[config.mk]
export PLATFORM = sky130hd
export DESIGN_NAME = sci_uart_buffer_unit
export DESIGN_NICKNAME = d
export VERILOG_FILES = /design/src/rtl/core/sci_ub_pkg.sv /design/src/rtl/core/sci_uart_buffer_unit.sv
export SDC_FILE = /design/constraint.sdc
export NUM_CORES = 1
export LEC_CHECK = 0
export BUFFER_PORTS_ARGS = -buffer_cell sky130_fd_sc_hd__buf_2
export CAP_MARGIN = 25
export CORE_MARGIN = 4
export CORE_UTILIZATION = 36
export DETAILED_ROUTE_END_ITERATION = 16
export SYNTH_ARGS = -nofsm -noshare
export SYNTH_HDL_FRONTEND = slang
export SYNTH_SLANG_ARGS = --single-unit
[constraint.sdc]
create_clock -name aclk -period 11.5 [get_ports aclk]
set_input_delay 0.575 -clock aclk [delete_from_list [all_inputs] [get_ports aclk]]
set_output_delay 0.575 -clock aclk [all_outputs]
set_load 0.1 [all_outputs]
[src/rtl/core/sci_ub_pkg.sv]
// Package of shared types, constants and functions for the serial buffer unit.
`default_nettype none

package sci_ub_pkg;

    // Queue geometry.
    localparam int unsigned QUEUE_DEPTH = 16;
    localparam int unsigned PTR_W       = $clog2(QUEUE_DEPTH);
    localparam int unsigned FILL_W      = $clog2(QUEUE_DEPTH + 1);

    // Character timing: bits per character, oversampling and prescaler table.
    localparam int unsigned CHAR_BITS  = 11;
    localparam int unsigned OVERSAMPLE = 16;
    localparam int unsigned PRESCALE [4] = '{1, 3, 4, 13};
    localparam int unsigned TIMER_W    = 19;

    // Field widths.
    localparam int unsigned BYTE_W  = 8;
    localparam int unsigned OP_W    = 3;
    localparam int unsigned TICK_W  = 10;
    localparam int unsigned ADDR_W  = 4;
    localparam int unsigned DATA_W  = 32;

    // Status byte flags.
    localparam logic [BYTE_W-1:0] STAT_HOLD_EMPTY = 8'h80;
    localparam logic [BYTE_W-1:0] STAT_IDLE       = 8'h40;
    localparam logic [BYTE_W-1:0] STAT_RX_DATA    = 8'h20;

    // Operation codes of an input word.
    typedef enum logic [OP_W-1:0] {
        OP_READ_STATUS = 3'd0,
        OP_READ_DATA   = 3'd1,
        OP_WRITE_DATA  = 3'd2,
        OP_LINE_RX     = 3'd3,
        OP_TICK        = 3'd4,
        OP_TAKE_TX     = 3'd5
    } op_t;

    // Configuration register indexes.
    typedef enum logic [1:0] {
        REG_BAUD        = 2'd0,
        REG_RX_IE       = 2'd1,
        REG_TX_EMPTY_IE = 2'd2,
        REG_TX_DONE_IE  = 2'd3
    } reg_idx_t;

    // Length of one character in clock cycles for a given baud setting.
    function automatic logic [TIMER_W-1:0] char_time(input logic [BYTE_W-1:0] baud);
        logic [TIMER_W-1:0] base;
        base = TIMER_W'(CHAR_BITS * OVERSAMPLE * PRESCALE[baud[5:4]]);
        return base << baud[2:0];
    endfunction

endpackage

`default_nettype wire

[src/rtl/core/sci_uart_buffer_unit.sv]
// Serial port buffer unit: receive and transmit queues, hold register and character timer.
// A word in the input register moves its result into the result register once that is free or being taken.
// Throughput: one word per cycle while results are taken; with a result waiting, a new
// word can still enter, but only if the input register is empty.
// Reset (aresetn low, synchronous): queues empty, timer idle, hold register empty and
// all configuration registers zero. No clearing pass is needed.
`default_nettype none

module sci_uart_buffer_unit
    import sci_ub_pkg::*;
(
    input  wire logic              aclk,
    input  wire logic              aresetn,

    // Configuration port.
    input  wire logic              psel,
    input  wire logic              penable,
    input  wire logic              pwrite,
    input  wire logic [ADDR_W-1:0] paddr,
    input  wire logic [DATA_W-1:0] pwdata,
    output logic      [DATA_W-1:0] prdata,
    output logic                   pready,

    // Input channel.
    input  wire logic              s_valid,
    output logic                   s_ready,
    input  wire logic [OP_W-1:0]   s_operation,
    input  wire logic [BYTE_W-1:0] s_data_in,
    input  wire logic [TICK_W-1:0] s_tick_cycles,

    // Result channel.
    output logic                   m_valid,
    input  wire logic              m_ready,
    output logic      [BYTE_W-1:0] m_read_data,
    output logic                   m_accepted,
    output logic                   m_irq_request
);

    // Configuration registers.
    logic [BYTE_W-1:0] baud_reg;
    logic              rx_ie_reg;
    logic              tx_empty_ie_reg;
    logic              tx_done_ie_reg;

    // Input register.
    logic              in_valid_reg;
    logic [OP_W-1:0]   op_reg;
    logic [BYTE_W-1:0] data_reg;
    logic [TICK_W-1:0] cyc_reg;

    // Result register.
    logic              out_valid_reg;
    logic [BYTE_W-1:0] rd_reg,  rd_next;
    logic              acc_reg, acc_next;
    logic              irq_reg, irq_next;

    // Block state.
    logic [BYTE_W-1:0]  rx_store_reg [QUEUE_DEPTH];
    logic [BYTE_W-1:0]  tx_store_reg [QUEUE_DEPTH];
    logic [PTR_W-1:0]   rx_head_reg, rx_head_next;
    logic [PTR_W-1:0]   rx_tail_reg, rx_tail_next;
    logic [FILL_W-1:0]  rx_fill_reg, rx_fill_next;
    logic [PTR_W-1:0]   tx_head_reg, tx_head_next;
    logic [PTR_W-1:0]   tx_tail_reg, tx_tail_next;
    logic [FILL_W-1:0]  tx_fill_reg, tx_fill_next;
    logic [TIMER_W-1:0] left_reg,    left_next;
    logic [BYTE_W-1:0]  hold_reg,    hold_next;
    logic               hold_full_reg, hold_full_next;

    // Step control.
    logic               advance;
    logic               cfg_write;
    logic               rx_push;
    logic               tx_push;
    logic [BYTE_W-1:0]  tx_push_data;
    logic [TIMER_W-1:0] ct;
    logic [TIMER_W-1:0] cyc_ext;
    logic [TIMER_W-1:0] rem;
    logic               rx_full;
    logic               tx_full;
    logic [BYTE_W-1:0]  status;

    // Handshake: the input register moves on when the result register is free or its result is being taken.
    assign advance = in_valid_reg && (!out_valid_reg || m_ready);
    assign s_ready = !in_valid_reg || advance;

    assign m_valid       = out_valid_reg;
    assign m_read_data   = rd_reg;
    assign m_accepted    = acc_reg;
    assign m_irq_request = irq_reg;

    // Configuration port: always ready, written in the access phase.
    assign pready    = 1'b1;
    assign cfg_write = psel && penable && pwrite;

    always_comb begin
        case (reg_idx_t'(paddr[3:2]))
            REG_BAUD:        prdata = DATA_W'(baud_reg);
            REG_RX_IE:       prdata = DATA_W'(rx_ie_reg);
            REG_TX_EMPTY_IE: prdata = DATA_W'(tx_empty_ie_reg);
            REG_TX_DONE_IE:  prdata = DATA_W'(tx_done_ie_reg);
            default:         prdata = '0;
        endcase
    end

    always_ff @(posedge aclk) begin
        if (!aresetn) begin
            baud_reg        <= '0;
            rx_ie_reg       <= 1'b0;
            tx_empty_ie_reg <= 1'b0;
            tx_done_ie_reg  <= 1'b0;
        end else if (cfg_write) begin
            case (reg_idx_t'(paddr[3:2]))
                REG_BAUD:        baud_reg        <= pwdata[BYTE_W-1:0];
                REG_RX_IE:       rx_ie_reg       <= pwdata[0];
                REG_TX_EMPTY_IE: tx_empty_ie_reg <= pwdata[0];
                REG_TX_DONE_IE:  tx_done_ie_reg  <= pwdata[0];
                default: ;
            endcase
        end
    end

    // Shared values for the step.
    assign ct      = char_time(baud_reg);
    assign cyc_ext = TIMER_W'(cyc_reg);
    assign rem     = cyc_ext - left_reg;
    assign rx_full = (rx_fill_reg == FILL_W'(QUEUE_DEPTH));
    assign tx_full = (tx_fill_reg == FILL_W'(QUEUE_DEPTH));

    // Step logic: one word against the current state.
    always_comb begin
        rx_head_next   = rx_head_reg;
        rx_tail_next   = rx_tail_reg;
        rx_fill_next   = rx_fill_reg;
        tx_head_next   = tx_head_reg;
        tx_tail_next   = tx_tail_reg;
        tx_fill_next   = tx_fill_reg;
        left_next      = left_reg;
        hold_next      = hold_reg;
        hold_full_next = hold_full_reg;
        rd_next        = '0;
        acc_next       = 1'b0;
        rx_push        = 1'b0;
        tx_push        = 1'b0;
        tx_push_data   = data_reg;

        case (op_t'(op_reg))
            OP_READ_STATUS: begin
                rd_next = (hold_full_reg     ? '0 : STAT_HOLD_EMPTY) |
                          ((left_reg != '0)  ? '0 : STAT_IDLE) |
                          ((rx_fill_reg == '0) ? '0 : STAT_RX_DATA);
            end
            OP_READ_DATA: begin
                if (rx_fill_reg != '0) begin
                    rd_next      = rx_store_reg[rx_head_reg];
                    rx_head_next = (rx_head_reg == PTR_W'(QUEUE_DEPTH - 1)) ?
                                   '0 : rx_head_reg + PTR_W'(1);
                    rx_fill_next = rx_fill_reg - FILL_W'(1);
                end
            end
            OP_WRITE_DATA: begin
                if (left_reg == '0) begin
                    tx_push = !tx_full;
                end else if (!hold_full_reg) begin
                    hold_next      = data_reg;
                    hold_full_next = 1'b1;
                end
            end
            OP_LINE_RX: begin
                if (!rx_full) begin
                    rx_push      = 1'b1;
                    rx_tail_next = (rx_tail_reg == PTR_W'(QUEUE_DEPTH - 1)) ?
                                   '0 : rx_tail_reg + PTR_W'(1);
                    rx_fill_next = rx_fill_reg + FILL_W'(1);
                    acc_next     = 1'b1;
                end
            end
            OP_TICK: begin
                // At most one held character can start within one tick.
                if (left_reg != '0 && cyc_reg != '0) begin
                    if (cyc_ext < left_reg) begin
                        left_next = left_reg - cyc_ext;
                    end else begin
                        left_next = '0;
                        if (hold_full_reg) begin
                            hold_full_next = 1'b0;
                            tx_push_data   = hold_reg;
                            if (!tx_full) begin
                                tx_push   = 1'b1;
                                left_next = (rem < ct) ? ct - rem : '0;
                            end
                        end
                    end
                end
            end
            OP_TAKE_TX: begin
                if (tx_fill_reg != '0) begin
                    rd_next      = tx_store_reg[tx_head_reg];
                    tx_head_next = (tx_head_reg == PTR_W'(QUEUE_DEPTH - 1)) ?
                                   '0 : tx_head_reg + PTR_W'(1);
                    tx_fill_next = tx_fill_reg - FILL_W'(1);
                    acc_next     = 1'b1;
                end
            end
            default: ;
        endcase

        // A character start pushes the byte and, from a write, loads the timer.
        if (tx_push) begin
            tx_tail_next = (tx_tail_reg == PTR_W'(QUEUE_DEPTH - 1)) ?
                           '0 : tx_tail_reg + PTR_W'(1);
            tx_fill_next = tx_fill_reg + FILL_W'(1);
            if (op_t'(op_reg) == OP_WRITE_DATA) begin
                left_next = ct;
            end
        end

        // Interrupt request from the state after the step.
        status   = (hold_full_next      ? '0 : STAT_HOLD_EMPTY) |
                   ((left_next != '0)   ? '0 : STAT_IDLE) |
                   ((rx_fill_next == '0) ? '0 : STAT_RX_DATA);
        irq_next = (rx_ie_reg       && ((status & STAT_RX_DATA)    != '0)) ||
                   (tx_empty_ie_reg && ((status & STAT_HOLD_EMPTY) != '0)) ||
                   (tx_done_ie_reg  && ((status & STAT_IDLE)       != '0));
    end

    // Input register.
    always_ff @(posedge aclk) begin
        if (!aresetn) begin
            in_valid_reg <= 1'b0;
        end else if (s_ready) begin
            in_valid_reg <= s_valid;
        end
    end

    always_ff @(posedge aclk) begin
        if (s_valid && s_ready) begin
            op_reg   <= s_operation;
            data_reg <= s_data_in;
            cyc_reg  <= s_tick_cycles;
        end
    end

    // Result register.
    always_ff @(posedge aclk) begin
        if (!aresetn) begin
            out_valid_reg <= 1'b0;
        end else if (advance) begin
            out_valid_reg <= 1'b1;
        end else if (m_ready) begin
            out_valid_reg <= 1'b0;
        end
    end

    always_ff @(posedge aclk) begin
        if (advance) begin
            rd_reg  <= rd_next;
            acc_reg <= acc_next;
            irq_reg <= irq_next;
        end
    end

    // Control state, updated once per processed word.
    always_ff @(posedge aclk) begin
        if (!aresetn) begin
            rx_head_reg   <= '0;
            rx_tail_reg   <= '0;
            rx_fill_reg   <= '0;
            tx_head_reg   <= '0;
            tx_tail_reg   <= '0;
            tx_fill_reg   <= '0;
            left_reg      <= '0;
            hold_reg      <= '0;
            hold_full_reg <= 1'b0;
        end else if (advance) begin
            rx_head_reg   <= rx_head_next;
            rx_tail_reg   <= rx_tail_next;
            rx_fill_reg   <= rx_fill_next;
            tx_head_reg   <= tx_head_next;
            tx_tail_reg   <= tx_tail_next;
            tx_fill_reg   <= tx_fill_next;
            left_reg      <= left_next;
            hold_reg      <= hold_next;
            hold_full_reg <= hold_full_next;
        end
    end

    // Queue storage, written at the tail pointers.
    always_ff @(posedge aclk) begin
        if (advance && rx_push) begin
            rx_store_reg[rx_tail_reg] <= data_reg;
        end
        if (advance && tx_push) begin
            tx_store_reg[tx_tail_reg] <= tx_push_data;
        end
    end

endmodule

`default_nettype wire

==> flow_summary.json, run 1 <==
{
  "status": "finished clean",
  "setup_viol": 0,
  "finalWeightedCongestion": 0.880,
  "syn_area_per_cell_um2": 12.7,
  "ant_nets": 0,
  "hold_buffers": 0,
  "period_needed_ps": 6420,
  "slowest_stage": "o21ai_0",
  "worst_hold_path.endpoint": "data_reg[2]$_DFFE_PP_",
  "post-route-util_pct": 40.8,
  "synth-compound-area-share_pct": 10.2,
  "min-delay-start": "s_data_in[2]",
  "fin_skew_ps": 22.3,
  "worst_setup_path_end_kind": "flop",
  "path_buf_inv": 2,
  "p_per_area_nw_per_um2": 148,
  "critPathMostFrequentCell": "a21oi_1",
  "die_h_um": 234,
  "numCtsBuffers": 39,
  "clk_pin_slew_worst_paths_ps": 60,
  "yosysUniqueCellTypes": 95,
  "dpl_cell_area_um2": 19300,
  "crit_fanout": 6,
  "tns_ps": 0,
  "syn_to_final_growth_pct": 11.5,
  "rows": 82,
  "rr_startpoint": "cyc_reg[0]$_DFFE_PP_",
  "grt_pass1_vias": 11600,
  "postSynthCellCount": 1452,
  "first_iter_violations": 892,
  "clock_path_buffers": 3,
  "ir_drop_mv": 0.125,
  "slew_headroom_pct": 26.8,
  "synthMuxAreaShare_pct": 12.4,
  "synth_adder_area_share_pct": 4.20,
  "drive_above_1_share_pct": 18.3,
  "grt_pass1_wl_mm": 66.7,
  "postSynth.asyncResetShare_pct": 0,
  "leakage_nw": 7.03,
  "rsz0062_at_grt": "false",
  "drt_wl_total_mm": 43.2,
  "fmax_ghz": 0.156,
  "critPathKind": "reg -> reg",
  "globalRoute.totalOverflow": 0,
  "clock-root-buffer": "clkbuf_16",
  "grt_antenna_before_repair": 1,
  "die_w_um": 234,
  "post-cts-setup-buffers": 0,
  "numPortBuffers": 57,
  "slew_viol_final": 0,
  "hpwl_mm": 30.5,
  "stdcell_area_um2": 20500,
  "max_stage_delay_ps": 710,
  "holdPathStages": 1,
  "hp-class": "in -> reg",
  "final-hold-violation-count": 0,
  "viasPerCell": 5.34,
  "syn_area_um2": 18400,
  "synth_edf_count": 287,
  "cts_tree": "yes",
  "via_count": 11700,
  "reg2regPathDepth": 25,
  "core_um2": 50400,
  "dr.pass1.iters": 5,
  "period_share_pct": 55.8,
  "ff2ff_setup_slack_ps": 5080,
  "crit_family": "compound AO/OA/AOI/OAI gates",
  "ys_seq_area_share_pct": 54.9,
  "synth_xor_area_share_pct": 2.19,
  "cap_viol_max_count": 0,
  "worstPathArrival_ps": 6790,
  "htreeDepth": 2,
  "tightest_slew_ps": 1090,
  "fin_hold_ws_ps": 195,
  "yosys_warnings": 0,
  "grt_max_degree": 56,
  "post_drt_wl_per_cell_um": 19.7,
  "nets": 1619,
  "dieArea_um2": 54900,
  "ctsResizeCount": 0,
  "synthSimpleGateAreaFrac_pct": 11.5,
  "worst_setup_path_start_kind": "flop",
  "io_pins": 109,
  "track_usage_pct": 15.7,
  "initial_utilization_pct": 36.6,
  "synth-seq-cells": 362,
  "remaining_drc_errors": 0,
  "cts_sinks": 362,
  "r2r_end": "m_irq_request$_DFFE_PP_",
  "ys.flop_type": "edfxtp_1",
  "synth_top_family_by_area": "multiplexers",
  "clk_latency_ps": 550,
  "antennaDiodeCount": 0,
  "critPathRequiredTime_ps": 11870
}
==> cells by family after synthesis <==
family / Yosys count
other cells: 2
flops: 362
buf+inv: 166
mux: 125
compound gates: 282
simple gates: 409
xor+xnor: 46
fa+ha+maj: 60
==> through the flow <==
stage	cells	total power, mW	setup WS (ps)
after global placement	2124	1.82	5280
after CTS	2198	3.08	5210
after detailed placement	2126	1.83	5250
after floorplan	1475	1.75	6380
final	2198	3.05	5080
after global routing	2198	3.17	4580
==> power breakdown <==
group | total [mW] | switching, mW | internal (mW) | leakage [nW]
combinational | 0.359 | 0.245 | 0.114 | 3.19
clock | 1.24 | 0.510 | 0.732 | 0.628
sequential | 1.45 | 0.0207 | 1.42 | 3.21
==> layout by cell type, fill, tap and decap left out, drive strengths merged, types with 7 or more instances in the layout <==
master / synthesis / layout
edfxtp: 287 / 287
nor2: 110 / 110
a21oi: 88 / 88
nand2: 87 / 87
mux4: 82 / 82
buf: 42 / 78
dfxtp: 75 / 75
inv: 66 / 68
o21ai: 58 / 58
ha: 57 / 57
clkbuf: 56 / 52
nor3: 36 / 36
mux2i: 31 / 31
xnor2: 26 / 26
conb: 2 / 25
and2: 24 / 24
nor4: 22 / 22
nand3: 21 / 21
a211oi: 21 / 21
xor2: 20 / 20
and3: 18 / 18
a31oi: 17 / 17
nand2b: 16 / 16
nor3b: 16 / 16
clkinv: 1 / 15
nor2b: 14 / 14
a21o: 14 / 14
o31ai: 13 / 13
mux2: 12 / 12
or3: 11 / 11
nand4: 10 / 10
o21bai: 7 / 7
==> final cells by class <==
| class | count | area (um^2) |
|---|---|---|
| fill | 4698 | 29800 |
| sequential | 362 | 10100 |
| multi-input combinational | 947 | 7580 |
| clock buffer | 52 | 1120 |
| tap | 672 | 841 |
| timing repair buffer | 78 | 460 |
| inverter | 67 | 251 |
| clock inverter | 20 | 170 |
==> worst max-delay path by stage <==
stage,cells after the start,to,startpoint
2_1_floorplan,25,m_irq_request$_DFFE_PP_,cyc_reg[0]$_DFFE_PP_
3_3_place_gp,25,m_irq_request$_DFFE_PP_,cyc_reg[0]$_DFFE_PP_
3_5_place_dp,25,m_irq_request$_DFFE_PP_,cyc_reg[0]$_DFFE_PP_
4_1_cts,25,m_irq_request$_DFFE_PP_,cyc_reg[0]$_DFFE_PP_
5_1_grt,25,m_irq_request$_DFFE_PP_,cyc_reg[0]$_DFFE_PP_
6_report,25,m_irq_request$_DFFE_PP_,cyc_reg[0]$_DFFE_PP_
==> routing by layer <==
layer  track usage, %  up-vias  share of wire, %
met5                0        -                 0
met4             5.48        0               3.2
met3             2.55       83               4.9
met2             25.2      303                47
met1             21.7     5773                45
li1                 -     5568                 -
==> synth_stat cells (all sizes together) (4+ instances only) <==
master | instances | area share, %
o21ai | 58 | 1.6
nor2b | 14 | 0.48
a221oi | 4 | 0.22
mux2i | 31 | 1.7
xnor2 | 26 | 1.2
a21oi | 88 | 2.4
o31a | 4 | 0.20
nand4 | 10 | 0.34
o21a | 4 | 0.16
or3 | 11 | 0.42
nor2 | 110 | 2.3
and2 | 24 | 0.82
ha | 57 | 3.9
a31oi | 17 | 0.58
nor3b | 16 | 0.65
nand3 | 21 | 0.57
nor4 | 22 | 0.81
and3 | 18 | 0.64
nor3 | 36 | 1.0
o21bai | 7 | 0.31
nand3b | 4 | 0.16
mux4 | 82 | 10
mux2 | 12 | 0.73
xor2 | 20 | 0.95
buf | 42 | 1.6
a211oi | 21 | 0.88
clkbuf | 56 | 1.5
nand2 | 87 | 1.8
a22oi | 5 | 0.20
a21o | 14 | 0.57
o31ai | 13 | 0.63
o211ai | 5 | 0.20
a311oi | 4 | 0.19
edfxtp | 287 | 47
a211o | 5 | 0.24
dfxtp | 75 | 8.1
or4 | 5 | 0.22
a21boi | 4 | 0.16
nand2b | 16 | 0.54
inv | 66 | 1.3
No activity file was read; power rests on OpenSTA's default activity.
==> run 2, diff against run 1 <==
==> constraint.sdc (replaced) <==
create_clock -name aclk -period 6.6 [get_ports aclk]
set_input_delay 0.33 -clock aclk [delete_from_list [all_inputs] [get_ports aclk]]
set_output_delay 0.33 -clock aclk [all_outputs]
set_load 0.1 [all_outputs]
==> run 2 against run 1 <==
  * Critical path depth stayed put
  * Power is 72% higher
  * Setup slack worse by 4500 ps
  * Highest routed layer unchanged
  * Hold slack worse by 160 ps
  * Final area is 0.72% higher
  * First-iteration DRC count is 23% higher
  * Register-to-register slack worse by 4500 ps
  * Via count is 2.6% higher
  * Non-clock buffer count is 25 higher
  * Global-route usage is 0.16 points higher
  * Clock power is 68% higher
==> flow_summary.json, run 2 (same netlist as run 1, synthesis figures left out) <==
{
  "dp.cells": 2129,
  "status": "finished clean",
  "worstPathArrival_ps": 6440,
  "route.met2.wl_mm": 21.2,
  "clock-root-buffer": "clkbuf_16",
  "via_count": 12000,
  "viasPerCell": 5.41,
  "track_usage_pct": 15.9,
  "remaining_drc_errors": 0,
  "htreeDepth": 2,
  "initial_utilization_pct": 36.6,
  "stdcell_area_um2": 20700,
  "fin_cells": 2223,
  "dr.pass1.iters": 5,
  "core_um2": 50400,
  "post-cts-setup-buffers": 0,
  "clock_path_buffers": 3,
  "cap_viol_max_count": 0,
  "first_iter_violations": 1100,
  "rows": 82,
  "p_int_mw": 3.87,
  "hpwl_mm": 30.9,
  "tightest_slew_ps": 1060,
  "syn_to_final_growth_pct": 12.3,
  "power_frac_seq_pct": 48.1,
  "met1_length_mm": 19.6,
  "ir_drop_mv": 0.240,
  "period_share_pct": 91.9,
  "final-hold-violation-count": 0,
  "critPathRequiredTime_ps": 6970,
  "grt_pass1_vias": 11800,
  "grt_antenna_before_repair": 0,
  "leakage_nw": 7.10,
  "clk_pin_slew_worst_paths_ps": 60,
  "period_needed_ps": 6060,
  "grt_max_degree": 60,
  "slew_headroom_pct": 28.9,
  "numCtsBuffers": 39,
  "cts_sinks": 362,
  "tns_ps": 0,
  "combPwrFrac_pct": 12.2,
  "switchingPower_mw": 1.37,
  "p_per_area_nw_per_um2": 253,
  "rsz0062_at_grt": "false",
  "die_h_um": 234,
  "cts_tree": "yes",
  "worst_setup_path_start_kind": "flop",
  "critPathLaunch": "cyc_reg[0]$_DFFE_PP_",
  "fin_skew_ps": 18.6,
  "setup_ws_ps": 536,
  "worst_setup_path_end_kind": "flop",
  "slew_viol_final": 0,
  "dieArea_um2": 54900,
  "power_frac_clock_pct": 39.7,
  "fin_hold_ws_ps": 32.4,
  "min-delay-start": "pwdata[7]",
  "top_layer": "met4",
  "setup_viol": 0,
  "post_drt_wl_per_cell_um": 19.9,
  "hp-class": "in -> reg",
  "globalRoute.totalOverflow": 0,
  "drt_wl_total_mm": 44.2,
  "dpl_cell_area_um2": 19300,
  "antennaDiodeCount": 0,
  "fmax_ghz": 0.165,
  "p_total_mw": 5.24,
  "io_pins": 109,
  "switching_share_pct": 26.2,
  "hold_buffers": 21,
  "grt_pass1_wl_mm": 67.9,
  "drive_above_1_share_pct": 18.2,
  "numPortBuffers": 57,
  "rr_startpoint": "cyc_reg[0]$_DFFE_PP_",
  "ff2ff_setup_slack_ps": 540,
  "layout_commonest_cell": "edfxtp_1",
  "ant_nets": 0,
  "ctsResizeCount": 0,
  "nets": 1644,
  "post-route-util_pct": 41.1,
  "critPathKind": "reg -> reg",
  "wl_met3_mm": 2.16,
  "dpl_worst_slack_ps": 639,
  "die_w_um": 234,
  "final_cell_mix": "287 x edfxtp_1, 108 x nor2_1, 88 x a21oi_1",
  "crit_fanout": 6,
  "clk_latency_ps": 550,
  "finalWeightedCongestion": 0.880
}
-- run 2: critical path, cell delays in order (launching register included) --
cell      delay (ps)
edfxtp_1         410
inv_1             80
ha_1             150
inv_1             50
fa_1             480
a21o_1           200
a21oi_1          220
o21bai_1          90
a21oi_1          260
o21bai_1          90
a21oi_1          240
nor2b_1          100
o31ai_1          580
nor3_1           120
xor2_1           170
ha_1             360
a21oi_1          220
o21ai_0          210
nand2b_1         120
nand3b_1         140
o211a_1          370
a31oi_1          250
or3b_1           420
nor4_2           240
nand4_1          130
o31ai_2          200
-- run 2: cell type report --
cell class	count	area [um^2]
sequential	362	10100
clock inverter	24	183
multi-input combinational	947	7570
clock buffer	48	1040
tap	672	841
fill	4655	29700
inverter	67	251
timing repair buffer	103	683
-- run 2: worst paths after layout --
path | depth (start not counted) | endpoint
min reg2reg | 2 | hold_reg[1]$_SDFFE_PN0P_
max reg2reg | 25 | m_irq_request$_DFFE_PP_
min | 3 | baud_reg[7]$_SDFFE_PN0P_
max | 25 | m_irq_request$_DFFE_PP_
-- run 2: power by group through the flow --
stage / logic [mW] / clock network [mW] / registers [mW]
after floorplan: 0.476 / 0 / 2.57
after global placement: 0.613 / 0 / 2.57
after detailed placement: 0.616 / 0 / 2.57
after CTS: 0.630 / 2.14 / 2.52
after global routing: 0.691 / 2.22 / 2.52
final: 0.640 / 2.08 / 2.52
-- run 2: per-layer routing --
layer / vias to the layer above / GRT usage [%]
met2: 343 / 26.0
met1: 5977 / 22.1
li1: 5629 / -
met4: 0 / 4.83
met5: - / 0
met3: 85 / 2.03
